$ cat src/hw/rtl/swstat_pkg.sv
// Shared constants, codes and controller/datapath interface types.
`default_nettype none

package swstat_pkg;

    localparam int SAMPLE_W  = 24;
    localparam int STD_W     = 23;
    localparam int LEN_CFG_W = 7;
    localparam int DEPTH_DEF = 64;

    localparam logic [LEN_CFG_W-1:0] LEN_RESET = 7'd64;
    localparam logic [STD_W-1:0]     STD_MAX   = 23'h7FFFFF;

    localparam logic [1:0] DIV_MEAN = 2'd0;
    localparam logic [1:0] DIV_VAR  = 2'd1;
    localparam logic [1:0] DIV_TRIM = 2'd2;

    typedef struct packed {
        logic       ld_in;
        logic       rd_old;
        logic       upd;
        logic       div_start;
        logic [1:0] div_sel;
        logic       div_take;
        logic       walk_start;
        logic       walk_step;
        logic       sq_start;
        logic       ld_out;
    } swstat_cmd_t;

    typedef struct packed {
        logic walk_last;
        logic walk_busy;
        logic div_busy;
        logic sq_busy;
        logic out_full;
    } swstat_sts_t;

endpackage

`default_nettype wire

$ cat src/hw/rtl/sliding_window_statistics.sv
// Top level: sliding window mean, deviation and trimmed mean.
//
//  channel  | handshake            | payload
//  ---------+----------------------+-------------------------------------------
//  cfg      | cfg_valid, cfg_ready | window_len
//  in       | in_valid, in_stall   | sample
//  out      | out_valid, out_stall | stats_valid, window_mean, std_dev,
//           |                      | trim_valid, trimmed_mean
//
//  Per request the shared one-bit-per-cycle divider runs three times over
//  48 + log2(WINDOW_DEPTH) bits and the walk reads one store entry per cycle
//  until every sample held has been read.
//  Reset clears pointers, count and sum; the store is not cleared.
//  A finished result waits in the output register under out_stall while
//  the next request is taken.
`default_nettype none

module sliding_window_statistics
    import swstat_pkg::*;
#(
    parameter int WINDOW_DEPTH = DEPTH_DEF
)
(
    input  wire logic                        clk,
    input  wire logic                        rst_n,
    input  wire logic                        cfg_valid,
    output logic                             cfg_ready,
    input  wire logic [LEN_CFG_W-1:0]        window_len,
    input  wire logic                        in_valid,
    output logic                             in_stall,
    input  wire logic signed [SAMPLE_W-1:0]  sample,
    output logic                             out_valid,
    input  wire logic                        out_stall,
    output logic                             stats_valid,
    output logic signed [SAMPLE_W-1:0]       window_mean,
    output logic [STD_W-1:0]                 std_dev,
    output logic                             trim_valid,
    output logic signed [SAMPLE_W-1:0]       trimmed_mean
);

    swstat_cmd_t cmd;
    swstat_sts_t sts;

    assign cfg_ready = 1'b1;

    swstat_ctrl u_ctrl (
        .clk      (clk),
        .rst_n    (rst_n),
        .in_valid (in_valid),
        .in_stall (in_stall),
        .cmd      (cmd),
        .sts      (sts)
    );

    swstat_dp #(
        .DEPTH (WINDOW_DEPTH)
    ) u_dp (
        .clk          (clk),
        .rst_n        (rst_n),
        .cfg_we       (cfg_valid && cfg_ready),
        .cfg_data     (window_len),
        .sample_in    (sample),
        .cmd          (cmd),
        .sts          (sts),
        .out_stall    (out_stall),
        .out_valid    (out_valid),
        .stats_valid  (stats_valid),
        .window_mean  (window_mean),
        .std_dev      (std_dev),
        .trim_valid   (trim_valid),
        .trimmed_mean (trimmed_mean)
    );

endmodule

`default_nettype wire

$ cat src/hw/rtl/swstat_div.sv
// Restoring unsigned divider, one quotient bit per cycle.
`default_nettype none

module swstat_div
    import swstat_pkg::*;
#(
    parameter int DW = 54,
    parameter int VW = 7
)
(
    input  wire logic          clk,
    input  wire logic          rst_n,
    input  wire logic          start,
    input  wire logic [DW-1:0] dividend,
    input  wire logic [VW-1:0] divisor,
    output logic               busy,
    output logic [DW-1:0]      quot
);

    localparam int CNT_W = $clog2(DW + 1);

    logic [DW-1:0]    q_reg, q_next;
    logic [VW-1:0]    r_reg, r_next;
    logic [VW-1:0]    d_reg;
    logic [CNT_W-1:0] cnt_reg, cnt_next;
    logic             busy_reg, busy_next;
    logic [VW:0]      rem_sh;
    logic             qbit;

    always_comb
    begin
        rem_sh    = {r_reg, q_reg[DW-1]};
        qbit      = (rem_sh >= {1'b0, d_reg});
        q_next    = q_reg;
        r_next    = r_reg;
        cnt_next  = cnt_reg;
        busy_next = busy_reg;
        if (start)
        begin
            q_next    = dividend;
            r_next    = '0;
            cnt_next  = CNT_W'(DW);
            busy_next = 1'b1;
        end
        else if (busy_reg)
        begin
            q_next   = {q_reg[DW-2:0], qbit};
            r_next   = qbit ? VW'(rem_sh - {1'b0, d_reg}) : VW'(rem_sh);
            cnt_next = cnt_reg - CNT_W'(1);
            if (cnt_reg == CNT_W'(1))
            begin
                busy_next = 1'b0;
            end
        end
    end

    always_ff @(posedge clk or negedge rst_n)
    begin
        if (!rst_n)
        begin
            busy_reg <= 1'b0;
            cnt_reg  <= '0;
        end
        else
        begin
            busy_reg <= busy_next;
            cnt_reg  <= cnt_next;
        end
    end

    always_ff @(posedge clk)
    begin
        q_reg <= q_next;
        r_reg <= r_next;
        if (start)
        begin
            d_reg <= divisor;
        end
    end

    assign busy = busy_reg;
    assign quot = q_reg;

endmodule

`default_nettype wire

$ cat src/hw/rtl/swstat_sqrt.sv
// Bitwise floored integer square root, two input bits per cycle.
`default_nettype none

module swstat_sqrt
    import swstat_pkg::*;
#(
    parameter int IW = 54
)
(
    input  wire logic                clk,
    input  wire logic                rst_n,
    input  wire logic                start,
    input  wire logic [IW-1:0]       radicand,
    output logic                     busy,
    output logic [(IW+1)/2-1:0]      root
);

    localparam int N     = (IW + 1) / 2;
    localparam int CNT_W = $clog2(N + 1);

    logic [2*N-1:0]   v_reg, v_next;
    logic [N:0]       rem_reg, rem_next;
    logic [N-1:0]     root_reg, root_next;
    logic [CNT_W-1:0] cnt_reg, cnt_next;
    logic             busy_reg, busy_next;
    logic [N+2:0]     rem_sh;
    logic [N+2:0]     trial;
    logic             take;

    always_comb
    begin
        rem_sh    = {rem_reg, v_reg[2*N-1:2*N-2]};
        trial     = {1'b0, root_reg, 2'b01};
        take      = (rem_sh >= trial);
        v_next    = v_reg;
        rem_next  = rem_reg;
        root_next = root_reg;
        cnt_next  = cnt_reg;
        busy_next = busy_reg;
        if (start)
        begin
            v_next    = (2*N)'(radicand);
            rem_next  = '0;
            root_next = '0;
            cnt_next  = CNT_W'(N);
            busy_next = 1'b1;
        end
        else if (busy_reg)
        begin
            v_next    = {v_reg[2*N-3:0], 2'b00};
            rem_next  = take ? (N+1)'(rem_sh - trial) : (N+1)'(rem_sh);
            root_next = {root_reg[N-2:0], take};
            cnt_next  = cnt_reg - CNT_W'(1);
            if (cnt_reg == CNT_W'(1))
            begin
                busy_next = 1'b0;
            end
        end
    end

    always_ff @(posedge clk or negedge rst_n)
    begin
        if (!rst_n)
        begin
            busy_reg <= 1'b0;
            cnt_reg  <= '0;
        end
        else
        begin
            busy_reg <= busy_next;
            cnt_reg  <= cnt_next;
        end
    end

    always_ff @(posedge clk)
    begin
        v_reg    <= v_next;
        rem_reg  <= rem_next;
        root_reg <= root_next;
    end

    assign busy = busy_reg;
    assign root = root_reg;

endmodule

`default_nettype wire

$ cat src/hw/rtl/swstat_dp.sv
// Datapath: sample store, running sum, window walk, divider, root, result register.
`default_nettype none

module swstat_dp
    import swstat_pkg::*;
#(
    parameter int DEPTH = DEPTH_DEF
)
(
    input  wire logic                        clk,
    input  wire logic                        rst_n,
    input  wire logic                        cfg_we,
    input  wire logic [LEN_CFG_W-1:0]        cfg_data,
    input  wire logic signed [SAMPLE_W-1:0]  sample_in,
    input  wire swstat_cmd_t                 cmd,
    output swstat_sts_t                      sts,
    input  wire logic                        out_stall,
    output logic                             out_valid,
    output logic                             stats_valid,
    output logic signed [SAMPLE_W-1:0]       window_mean,
    output logic [STD_W-1:0]                 std_dev,
    output logic                             trim_valid,
    output logic signed [SAMPLE_W-1:0]       trimmed_mean
);

    localparam int AW     = $clog2(DEPTH);
    localparam int LEN_W  = $clog2(DEPTH + 1);
    localparam int CW     = (LEN_W > LEN_CFG_W) ? LEN_W : LEN_CFG_W;
    localparam int SUM_W  = SAMPLE_W + AW;
    localparam int SQ_W   = 2 * SAMPLE_W;
    localparam int ACC_W  = SQ_W + AW;
    localparam int ROOT_W = (ACC_W + 1) / 2;

    logic signed [SAMPLE_W-1:0] mem [DEPTH];

    logic [LEN_CFG_W-1:0]       wl_reg;
    logic [AW-1:0]              wp_reg;
    logic [LEN_W-1:0]           fill_reg;
    logic signed [SUM_W-1:0]    sum_reg;
    logic [LEN_W-1:0]           wcnt_reg;
    logic                       rv_reg;
    logic                       sv_reg;
    logic                       first_reg;
    logic                       out_valid_reg;

    logic signed [SAMPLE_W-1:0] x_reg;
    logic signed [SAMPLE_W-1:0] rd_data_reg;
    logic [SQ_W-1:0]            sq_reg;
    logic [ACC_W-1:0]           acc_reg;
    logic signed [SAMPLE_W-1:0] mx_reg, mn_reg;
    logic signed [SAMPLE_W-1:0] mean_reg, trim_reg;
    logic                       neg_reg;
    logic                       sv_out_reg, tv_out_reg;
    logic signed [SAMPLE_W-1:0] mean_out_reg, trim_out_reg;
    logic [STD_W-1:0]           std_out_reg;

    logic [LEN_W-1:0]           len;
    logic [AW-1:0]              wp_eff;
    logic [LEN_W-1:0]           fill_eff;
    logic                       full_now;
    logic [AW-1:0]              rd_addr;
    logic signed [SAMPLE_W:0]   diff;
    logic [SAMPLE_W:0]          diff_abs;
    logic [SQ_W-1:0]            sq_next;
    logic [SUM_W-1:0]           sum_abs;
    logic signed [SUM_W:0]      trim_num;
    logic [SUM_W:0]             trim_abs;
    logic [ACC_W-1:0]           div_a;
    logic [LEN_W-1:0]           div_b;
    logic                       div_neg;
    logic [ACC_W-1:0]           quot;
    logic [SAMPLE_W-1:0]        q_signed;
    logic [ROOT_W-1:0]          root;
    logic [STD_W-1:0]           std_sat;
    logic                       div_busy, sq_busy;

    always_comb
    begin
        if (wl_reg == '0)
        begin
            len = LEN_W'(1);
        end
        else if (CW'(wl_reg) > CW'(DEPTH))
        begin
            len = LEN_W'(DEPTH);
        end
        else
        begin
            len = LEN_W'(wl_reg);
        end
    end

    assign wp_eff   = (LEN_W'(wp_reg) >= len) ? '0 : wp_reg;
    assign fill_eff = (fill_reg > len) ? len : fill_reg;
    assign full_now = (fill_reg == len);
    assign rd_addr  = cmd.rd_old ? wp_eff : wcnt_reg[AW-1:0];

    // store: one write, one registered read
    always_ff @(posedge clk)
    begin
        if (cmd.upd)
        begin
            mem[wp_reg] <= x_reg;
        end
        if (cmd.rd_old || cmd.walk_step)
        begin
            rd_data_reg <= mem[rd_addr];
        end
    end

    always_ff @(posedge clk or negedge rst_n)
    begin
        if (!rst_n)
        begin
            wl_reg   <= LEN_RESET;
            wp_reg   <= '0;
            fill_reg <= '0;
            sum_reg  <= '0;
        end
        else if (cfg_we)
        begin
            wl_reg   <= cfg_data;
            wp_reg   <= '0;
            fill_reg <= '0;
            sum_reg  <= '0;
        end
        else if (cmd.rd_old)
        begin
            wp_reg   <= wp_eff;
            fill_reg <= fill_eff;
        end
        else if (cmd.upd)
        begin
            sum_reg  <= sum_reg - (full_now ? SUM_W'(rd_data_reg) : '0) + SUM_W'(x_reg);
            wp_reg   <= ((LEN_W'(wp_reg) + LEN_W'(1)) == len) ? '0 : AW'(wp_reg + AW'(1));
            fill_reg <= full_now ? fill_reg : fill_reg + LEN_W'(1);
        end
    end

    // window walk: read, square, accumulate, track min and max
    assign sts.walk_last = (wcnt_reg == fill_reg - LEN_W'(1));
    assign sts.walk_busy = rv_reg || sv_reg;

    assign diff     = $signed({rd_data_reg[SAMPLE_W-1], rd_data_reg})
                    - $signed({mean_reg[SAMPLE_W-1], mean_reg});
    assign diff_abs = diff[SAMPLE_W] ? (SAMPLE_W+1)'(-diff) : (SAMPLE_W+1)'(diff);
    assign sq_next  = diff_abs[SAMPLE_W-1:0] * diff_abs[SAMPLE_W-1:0];

    always_ff @(posedge clk or negedge rst_n)
    begin
        if (!rst_n)
        begin
            wcnt_reg  <= '0;
            rv_reg    <= 1'b0;
            sv_reg    <= 1'b0;
            first_reg <= 1'b0;
        end
        else
        begin
            rv_reg <= cmd.walk_step;
            sv_reg <= rv_reg;
            if (cmd.walk_start)
            begin
                wcnt_reg  <= '0;
                first_reg <= 1'b1;
            end
            else
            begin
                if (cmd.walk_step)
                begin
                    wcnt_reg <= wcnt_reg + LEN_W'(1);
                end
                if (rv_reg)
                begin
                    first_reg <= 1'b0;
                end
            end
        end
    end

    always_ff @(posedge clk)
    begin
        if (cmd.ld_in)
        begin
            x_reg <= sample_in;
        end
        if (rv_reg)
        begin
            sq_reg <= sq_next;
            if (first_reg || rd_data_reg > mx_reg)
            begin
                mx_reg <= rd_data_reg;
            end
            if (first_reg || rd_data_reg < mn_reg)
            begin
                mn_reg <= rd_data_reg;
            end
        end
        if (cmd.walk_start)
        begin
            acc_reg <= '0;
        end
        else if (sv_reg)
        begin
            acc_reg <= acc_reg + ACC_W'(sq_reg);
        end
    end

    // operands of the shared divider
    assign sum_abs  = sum_reg[SUM_W-1] ? SUM_W'(-sum_reg) : SUM_W'(sum_reg);
    assign trim_num = (SUM_W+1)'(sum_reg) - (SUM_W+1)'(mx_reg) - (SUM_W+1)'(mn_reg);
    assign trim_abs = trim_num[SUM_W] ? (SUM_W+1)'(-trim_num) : (SUM_W+1)'(trim_num);

    always_comb
    begin
        unique case (cmd.div_sel)
            DIV_VAR:
            begin
                div_a   = acc_reg;
                div_b   = len;
                div_neg = 1'b0;
            end
            DIV_TRIM:
            begin
                div_a   = ACC_W'(trim_abs);
                div_b   = fill_reg - LEN_W'(2);
                div_neg = trim_num[SUM_W];
            end
            default:
            begin
                div_a   = ACC_W'(sum_abs);
                div_b   = len;
                div_neg = sum_reg[SUM_W-1];
            end
        endcase
    end

    swstat_div #(
        .DW (ACC_W),
        .VW (LEN_W)
    ) u_div (
        .clk      (clk),
        .rst_n    (rst_n),
        .start    (cmd.div_start),
        .dividend (div_a),
        .divisor  (div_b),
        .busy     (div_busy),
        .quot     (quot)
    );

    swstat_sqrt #(
        .IW (ACC_W)
    ) u_sqrt (
        .clk      (clk),
        .rst_n    (rst_n),
        .start    (cmd.sq_start),
        .radicand (quot),
        .busy     (sq_busy),
        .root     (root)
    );

    assign sts.div_busy = div_busy;
    assign sts.sq_busy  = sq_busy;

    assign q_signed = neg_reg ? SAMPLE_W'(-quot[SAMPLE_W-1:0]) : quot[SAMPLE_W-1:0];
    assign std_sat  = (root > ROOT_W'(STD_MAX)) ? STD_MAX : root[STD_W-1:0];

    always_ff @(posedge clk)
    begin
        if (cmd.div_start)
        begin
            neg_reg <= div_neg;
        end
        if (cmd.div_take && cmd.div_sel == DIV_MEAN)
        begin
            mean_reg <= q_signed;
        end
        if (cmd.div_take && cmd.div_sel == DIV_TRIM)
        begin
            trim_reg <= q_signed;
        end
    end

    // result register
    always_ff @(posedge clk or negedge rst_n)
    begin
        if (!rst_n)
        begin
            out_valid_reg <= 1'b0;
        end
        else if (cmd.ld_out)
        begin
            out_valid_reg <= 1'b1;
        end
        else if (!out_stall)
        begin
            out_valid_reg <= 1'b0;
        end
    end

    always_ff @(posedge clk)
    begin
        if (cmd.ld_out)
        begin
            sv_out_reg   <= full_now;
            mean_out_reg <= full_now ? mean_reg : '0;
            std_out_reg  <= full_now ? std_sat : '0;
            tv_out_reg   <= (fill_reg >= LEN_W'(3));
            trim_out_reg <= (fill_reg >= LEN_W'(3)) ? trim_reg : '0;
        end
    end

    assign sts.out_full  = out_valid_reg && out_stall;
    assign out_valid     = out_valid_reg;
    assign stats_valid   = sv_out_reg;
    assign window_mean   = mean_out_reg;
    assign std_dev       = std_out_reg;
    assign trim_valid    = tv_out_reg;
    assign trimmed_mean  = trim_out_reg;

endmodule

`default_nettype wire

$ cat src/hw/rtl/swstat_ctrl.sv
// Sequencer for the per-request steps of the datapath.
`default_nettype none

module swstat_ctrl
    import swstat_pkg::*;
(
    input  wire logic        clk,
    input  wire logic        rst_n,
    input  wire logic        in_valid,
    output logic             in_stall,
    output swstat_cmd_t      cmd,
    input  wire swstat_sts_t sts
);

    localparam logic [3:0] S_IDLE   = 4'd0;
    localparam logic [3:0] S_RDOLD  = 4'd1;
    localparam logic [3:0] S_UPD    = 4'd2;
    localparam logic [3:0] S_MGO    = 4'd3;
    localparam logic [3:0] S_MDIV   = 4'd4;
    localparam logic [3:0] S_WSTART = 4'd5;
    localparam logic [3:0] S_WALK   = 4'd6;
    localparam logic [3:0] S_DRAIN  = 4'd7;
    localparam logic [3:0] S_VDIV   = 4'd8;
    localparam logic [3:0] S_TGO    = 4'd9;
    localparam logic [3:0] S_TDIV   = 4'd10;
    localparam logic [3:0] S_FIN    = 4'd11;

    logic [3:0] state_reg, state_next;

    always_comb
    begin
        state_next = state_reg;
        cmd        = '0;
        cmd.div_sel = DIV_MEAN;
        unique case (state_reg)
            S_IDLE:
            begin
                if (in_valid)
                begin
                    cmd.ld_in  = 1'b1;
                    state_next = S_RDOLD;
                end
            end
            S_RDOLD:
            begin
                cmd.rd_old = 1'b1;
                state_next = S_UPD;
            end
            S_UPD:
            begin
                cmd.upd    = 1'b1;
                state_next = S_MGO;
            end
            S_MGO:
            begin
                cmd.div_start = 1'b1;
                state_next    = S_MDIV;
            end
            S_MDIV:
            begin
                if (!sts.div_busy)
                begin
                    cmd.div_take = 1'b1;
                    state_next   = S_WSTART;
                end
            end
            S_WSTART:
            begin
                cmd.walk_start = 1'b1;
                state_next     = S_WALK;
            end
            S_WALK:
            begin
                cmd.walk_step = 1'b1;
                if (sts.walk_last)
                begin
                    state_next = S_DRAIN;
                end
            end
            S_DRAIN:
            begin
                cmd.div_sel = DIV_VAR;
                if (!sts.walk_busy)
                begin
                    cmd.div_start = 1'b1;
                    state_next    = S_VDIV;
                end
            end
            S_VDIV:
            begin
                cmd.div_sel = DIV_VAR;
                if (!sts.div_busy)
                begin
                    cmd.sq_start = 1'b1;
                    state_next   = S_TGO;
                end
            end
            S_TGO:
            begin
                cmd.div_sel   = DIV_TRIM;
                cmd.div_start = 1'b1;
                state_next    = S_TDIV;
            end
            S_TDIV:
            begin
                cmd.div_sel = DIV_TRIM;
                if (!sts.div_busy && !sts.sq_busy)
                begin
                    cmd.div_take = 1'b1;
                    state_next   = S_FIN;
                end
            end
            S_FIN:
            begin
                if (!sts.out_full)
                begin
                    cmd.ld_out = 1'b1;
                    state_next = S_IDLE;
                end
            end
            default:
            begin
                state_next = S_IDLE;
            end
        endcase
    end

    always_ff @(posedge clk or negedge rst_n)
    begin
        if (!rst_n)
        begin
            state_reg <= S_IDLE;
        end
        else
        begin
            state_reg <= state_next;
        end
    end

    assign in_stall = (state_reg != S_IDLE);

endmodule

`default_nettype wire

$ cat config.mk
export PLATFORM = sky130hd
export DESIGN_NAME = sliding_window_statistics
export DESIGN_NICKNAME = d
export VERILOG_FILES = /design/src/hw/rtl/swstat_pkg.sv /design/src/hw/rtl/sliding_window_statistics.sv /design/src/hw/rtl/swstat_div.sv /design/src/hw/rtl/swstat_sqrt.sv /design/src/hw/rtl/swstat_dp.sv /design/src/hw/rtl/swstat_ctrl.sv
export SDC_FILE = /design/constraint.sdc
export NUM_CORES = 2
export LEC_CHECK = 0
export BUFFER_PORTS_ARGS = -buffer_cell sky130_fd_sc_hd__buf_4
export CAP_MARGIN = 20
export CORE_UTILIZATION = 64
export DETAILED_ROUTE_END_ITERATION = 8
export PLACE_DENSITY = 0.81
export SYNTH_ARGS = -nofsm -noshare
export SYNTH_HDL_FRONTEND = slang
export SYNTH_HIERARCHICAL = 1
export SYNTH_SLANG_ARGS = --single-unit
export TNS_END_PERCENT = 1
$ cat constraint.sdc
create_clock -name clk -period 13.2 [get_ports clk]
set_input_delay 1.98 -clock clk [delete_from_list [all_inputs] [get_ports clk]]
set_output_delay 1.98 -clock clk [all_outputs]
set_load 0.02 [all_outputs]
=== After elaboration in Yosys (flattened, before gate mapping) ===
Memories as Yosys holds them, arrays and structs flattened. A register that Yosys moved wholly into a read port is not among the register bits.
Cells that the tools add are included.

* Word-level logic and storage cells: 193
* Input bits: 36
* Flip-flop bits (word level): 551
* Memories kept: 1
* Output and inout bits: 76
* Memory bits (writable): 1536

{| class="wikitable"
|+ Memory list
! memory !! depth !! bits a word !! read ports !! clocked after Yosys merged registers in !! write ports !! line !! source
|-
| u_dp.mem || 64 || 24 || 1 || 1 || 1 || swstat_dp.sv:34 || <nowiki>logic signed [SAMPLE_W-1:0] mem [DEPTH];</nowiki>
|}

* Reductions and logical operators: 28
* Multipliers: 1
* Order comparisons: 9
* Eq/ne operators: 29
* Add/sub/neg operators: 20
* Multiplexer cells: 72

{| class="wikitable"
|+ Operators by type and width
! operator !! number
|-
| 54-bit two-way mux || 4
|-
| 30-bit two-way mux || 5
|-
| 54-bit case mux with 2 select lines || 1
|-
| 7-bit two-way mux || 11
|-
| 54-bit by 48-bit adder with 54-bit output || 1
|-
| 24-bit by 24-bit multiplier with 48-bit output || 1
|-
| 24-bit two-way mux || 2
|-
| 6-bit two-way mux || 8
|-
| 24-bit negation || 2
|-
| 4-bit case mux with 12 select lines || 1
|-
| 31-bit two-way mux || 1
|-
| 31-bit negation || 1
|-
| 30-bit by 24-bit subtractor with 31-bit output || 1
|-
| 31-bit by 24-bit subtractor with 31-bit output || 1
|-
| 30-bit adder || 1
|-
| 30-bit by 29-bit >= comparator with 1-bit output || 1
|-
| 30-bit negation || 1
|-
| 30-bit subtractor || 1
|-
| 28-bit two-way mux || 1
|-
| 4-bit two-way mux || 7
|-
| 28-bit subtractor || 1
|-
| 27-bit by 23-bit > comparator with 1-bit output, second input constant || 1
|-
| 24-bit by 24-bit subtractor with 25-bit output || 1
|-
| 24-bit > comparator || 1
|-
| other kinds (45) || 103
|}

=== Depth between registers and ports, before layout ===
* Word-level depth: 10
* Depth in mapped cells: 44
* Mapped depth without buffers: 41

=== Cells and area by module ===
The synthesis kept the hierarchy.

{| class="wikitable"
|+ Modules (own cells, without submodules)
! module !! instances !! sequential area each (um^2) !! area an instance (um^2) !! cells an instance
|-
| swstat_dp || 1 || 56690.6 || 102304.4 || 8359
|-
| swstat_sqrt || 1 || 2872.8 || 6483.7 || 619
|-
| swstat_div || 1 || 2147.1 || 3647.2 || 259
|-
| swstat_ctrl || 1 || 100.1 || 397.9 || 51
|-
| sliding_window_statistics || 1 || 0.0 || 11.3 || 2
|}

=== Worst setup path after synthesis ===
Ideal clock, no wire load.

* Path type: register to register
* Start point: register u_dp.rd_data_reg[0], read port of u_dp.mem
* End point: register u_dp.sq_reg[44] (data pin)
* Data required time: 12.933 ns
* Stages on the path, launching flop included: 43
* Period minus slack after synthesis: 10.002 ns
* Setup slack: 3.198 ns
* Arrival time: 9.735 ns
* Path buffers: 3
* Library setup time: 0.267 ns
* Cells stage by stage: edfxtp_1 > inv_1 > ha_1 > fa_1 > nor2b_1 > o2111ai_1 > nand3_1 > a221oi_4 > a31o_2 > a211oi_1 > a41oi_2 > a31oi_2 > buf_2 > nor2_1 > xor2_1 > clkbuf_1 > nand2_1 > fa_1 > [... 7 more ...] > inv_1 > fa_1 > inv_1 > fa_1 > ha_1 > clkbuf_1 > a21o_1 > a21oi_1 > a21boi_0 > o21ai_0 > a21o_1 > nand2_1 > o311a_1 > a21oi_1 > o21ai_0 > o31ai_1 > mux2i_1 > o211ai_1

* Longest elaborated chain between the ends: 4

{| class="wikitable"
|+ Ends and longest elaborated chain
! element !! line !! source
|-
| start: declaration || swstat_dp.sv:47 || <nowiki>logic signed [SAMPLE_W-1:0] rd_data_reg;</nowiki>
|-
| 24-bit by 24-bit subtractor with 25-bit output (*) || swstat_dp.sv:145 || <nowiki>- $signed({mean_reg[SAMPLE_W-1], mean_reg});</nowiki>
|-
| 24-bit negation || swstat_dp.sv:146 || <nowiki>assign diff_abs = diff[SAMPLE_W] ? (SAMPLE_W+1)'(-diff) : (SAMPLE_W+1)'(diff);</nowiki>
|-
| 24-bit two-way mux (*) || swstat_dp.sv:146 ||
|-
| 24-bit by 24-bit multiplier with 48-bit output (*) || swstat_dp.sv:147 || <nowiki>assign sq_next = diff_abs[SAMPLE_W-1:0] * diff_abs[SAMPLE_W-1:0];</nowiki>
|-
| net u_dp.sq_next[44] || swstat_dp.sv:64 || <nowiki>logic [SQ_W-1:0] sq_next;</nowiki>
|-
| end signal: assignment || swstat_dp.sv:189 || <nowiki>sq_reg <= sq_next;</nowiki>
|-
| end: declaration || swstat_dp.sv:48 || <nowiki>logic [SQ_W-1:0] sq_reg;</nowiki>
|}

The timed path passes the listed nets; every way through them passes the cells marked *.
A chain may end at the register's enable or synchronous reset.

=== Worst setup path in the final report ===
* Start point: register u_dp.rd_data_reg[0], read port of u_dp.mem
* End point: register u_dp.sq_reg[47] (data pin)

Same word-level chain as after synthesis.

==> impl_metrics.json <==
{
  "grt_pass1_wl_um": 467000,
  "dp_hpwl_um": 204000,
  "cts_resized": 0,
  "track_usage_pct": 34.9,
  "io_buffers": 110,
  "status": "finished clean",
  "num_rows": 153,
  "tns_ns": 0,
  "slowest_delay_ns": 0.97,
  "drive_gt1_share_pct": 10.0,
  "cts.sinks": 2110,
  "cts_tree": "done",
  "criticalPathCategory": "reg2reg",
  "initial_core_util_pct": 64.6,
  "gp_congestion": 0.981,
  "io_pins": 112,
  "cp.arrival_ns": 12.18,
  "worstSetupEndpointType": "register",
  "first_iter_violations": 10300,
  "hold_viol_final": 0,
  "syn_inst": 9290,
  "utilization_pct": 70.9,
  "fmax_mhz": 86.2,
  "synth_edf_count": 1916,
  "rsz0062_at_grt": "false",
  "root_buffer": "clkbuf_16",
  "min_path_type": "reg2reg",
  "fp.coreArea_um2": 175000,
  "cts_buffers": 206,
  "grt_max_degree": 241,
  "yosysSeqAreaShare_pct": 54.8,
  "ys.warnings.count": 6,
  "die_w_um": 422,
  "maxCapViolations": 0,
  "route.detailed.vias_per_inst": 6.54,
  "clock_latency_ns": 0.87,
  "drc": 0,
  "wl_um": 314000,
  "post_drt_wl_per_cell_um": 26.6,
  "synth.distinct_cells": 116,
  "ys.flop_type": "edfxtp_1",
  "place_area_um2": 117000,
  "synth-seq-cells": 2110,
  "clk_pin_slew_worst_paths_ns": 0.06,
  "drv_slew": 0,
  "syn-num-nets": 10200,
  "die_area_um2": 178000,
  "fin_skew_ns": 0.0728,
  "syn2layout_area_growth_pct": 9.63,
  "cts_setup_buffers": 0,
  "avgSynthCellArea_um2": 12.1,
  "drt-pass1-iter-count": 7,
  "grt_overflow": 0,
  "vias": 77300,
  "htreeDepth": 4,
  "final-setup-viol-count": 0,
  "crit_path_top_delay_cell": "nor2_1",
  "timing.hold.ws_ns": 0.483,
  "synthArstFlopShare_pct": 3.70,
  "cts_hold_buffers": 0,
  "grt_antenna_before_repair": 16,
  "nNetsFinal": 10200,
  "slew_headroom_pct": 15.4,
  "worst_ep_required_time_ns": 13.78,
  "clk_path_buf_depth": 3,
  "final_area_um2": 124000,
  "start_kind": "register",
  "largest_reg_flops": 1536,
  "period_share_pct": 87.9,
  "regMostFlops": "u_dp/mem",
  "crit_fanout": 13,
  "grt_pass1_vias": 76600,
  "syn-cell-area_um2": 113000,
  "layout_min_cycle_time_ns": 11.60,
  "cpMostUsedCell": "fa_1",
  "die_h_um": 422,
  "worstMarginPinSlew_ns": 1.26,
  "detail-route-antenna-nets": 0
}
-- critical path: cells and delay by family, from the launching register on --
kind            cells  cell delay [ns]
simple gates        9             2.92
buf+inv             5             0.35
flops               1             0.42
fa+ha+maj          10             4.43
compound gates     11             2.56
xor+xnor            2             0.60
-- layout make-up --
type,instances,area (um^2)
diodes,6,15.0
clock buffers,247,5460
clock inverters,143,1600
fillers,11500,50900
inverters,858,3220
multi-input cells,5813,46300
flip-flops and latches,2110,61800
well taps,2325,2910
repair buffers,309,2400
-- cells by family after synthesis --
kind of cell	share of synthesized area, %
buffers and inverters	4.65
DFF	54.8
AOI/OAI and AO/OA	11.0
muxes	5.27
xor gates and xnor gates	2.50
and+or+nand+nor	8.63
adders and majority gates	13.2
other	0.00332
-- synthesized netlist by cell type, drive strengths merged (26+ instances only) --
cell | count | area, um^2
nand4 | 48 | 300
o2111ai | 27 | 236
and3 | 27 | 179
a21o | 137 | 1030
mux2 | 114 | 1280
or4 | 85 | 642
xnor2 | 208 | 1840
and2 | 83 | 519
o21ai | 493 | 2470
buf | 125 | 588
mux2i | 466 | 4660
ha | 419 | 5240
o41ai | 60 | 526
clkbuf | 384 | 1440
inv | 855 | 3210
dfrtp | 77 | 1930
nor3b | 26 | 215
or3 | 26 | 163
xor2 | 110 | 963
a211oi | 44 | 343
a21oi | 647 | 3250
o21a | 58 | 435
nand2 | 541 | 2030
dfxtp | 116 | 2320
nand3 | 361 | 1810
fa | 483 | 9670
o22ai | 200 | 1250
o31ai | 62 | 493
nor2b | 52 | 325
nand2b | 63 | 402
a31oi | 39 | 287
o21bai | 52 | 402
nor3 | 89 | 450
edfxtp | 1916 | 57500
nor2 | 499 | 1870
nor4 | 42 | 284
-- metal layers --
layer / track usage [%] / routed length, um / share of wire, % / vias up
met1: 45.8 / 114000 / 36 / 37800
li1: - / - / - / 33600
met2: 54.1 / 143000 / 45 / 4967
met5: 0 / 37 / 0.012 / -
met3: 7.45 / 36700 / 12 / 930
met4: 20.0 / 20500 / 6.5 / 6
-- worst paths after layout --
check,start,end,slack [ns],cells after the start
worst max-delay path,u_dp/rd_data_reg[0],u_dp/sq_reg[47],1.60,37
worst min-delay path,u_dp/u_sqrt/rem_reg[26],u_dp/u_sqrt/rem_reg[26],0.48,2
worst max register to register,u_dp/rd_data_reg[0],u_dp/sq_reg[47],1.60,37
worst min register to register,u_dp/u_sqrt/rem_reg[26],u_dp/u_sqrt/rem_reg[26],0.48,2
max in group asynchronous,rst_n,u_dp/wl_reg[2],10.85,2
min in group asynchronous,rst_n,u_dp/first_reg,1.06,1
-- stage by stage --
stage               setup slack, ns  instances
global placement               1.65      11400
finish                         1.60      11800
global route                  0.948      11800
detailed placement             1.29      11400
floorplan                      3.20       9290
CTS                            1.26      11800
-- cell usage in the layout, fill, tap and decap left out, types with 30 or more instances in the layout --
cell	netlist	routed
a21o_1	137	137
clkinv_2	0	43
nor2_1	499	434
mux2i_1	466	466
nor2_2	0	60
nand4_1	48	48
xnor2_1	206	204
nand2b_1	62	62
clkbuf_16	0	208
ha_1	419	417
dfrtp_1	77	74
clkinv_1	3	30
o21bai_1	51	51
o21a_1	58	57
o22ai_1	200	196
xor2_1	110	109
or4_1	84	84
buf_4	6	295
nor4_1	40	39
fa_1	483	483
mux2_2	114	114
nor2b_1	52	51
a21oi_1	643	642
nand2_1	540	538
and2_1	82	82
o31ai_1	60	60
edfxtp_1	1916	1916
inv_1	850	850
a31oi_1	35	34
nor3_1	88	83
o41ai_1	60	49
o21ai_0	486	486
nand3_1	360	359
a211oi_1	43	42
dfxtp_1	116	116
Power is left out: the tool's default activity adds up to more than one toggle a clock period on the data nets, which glitch-free logic cannot reach.
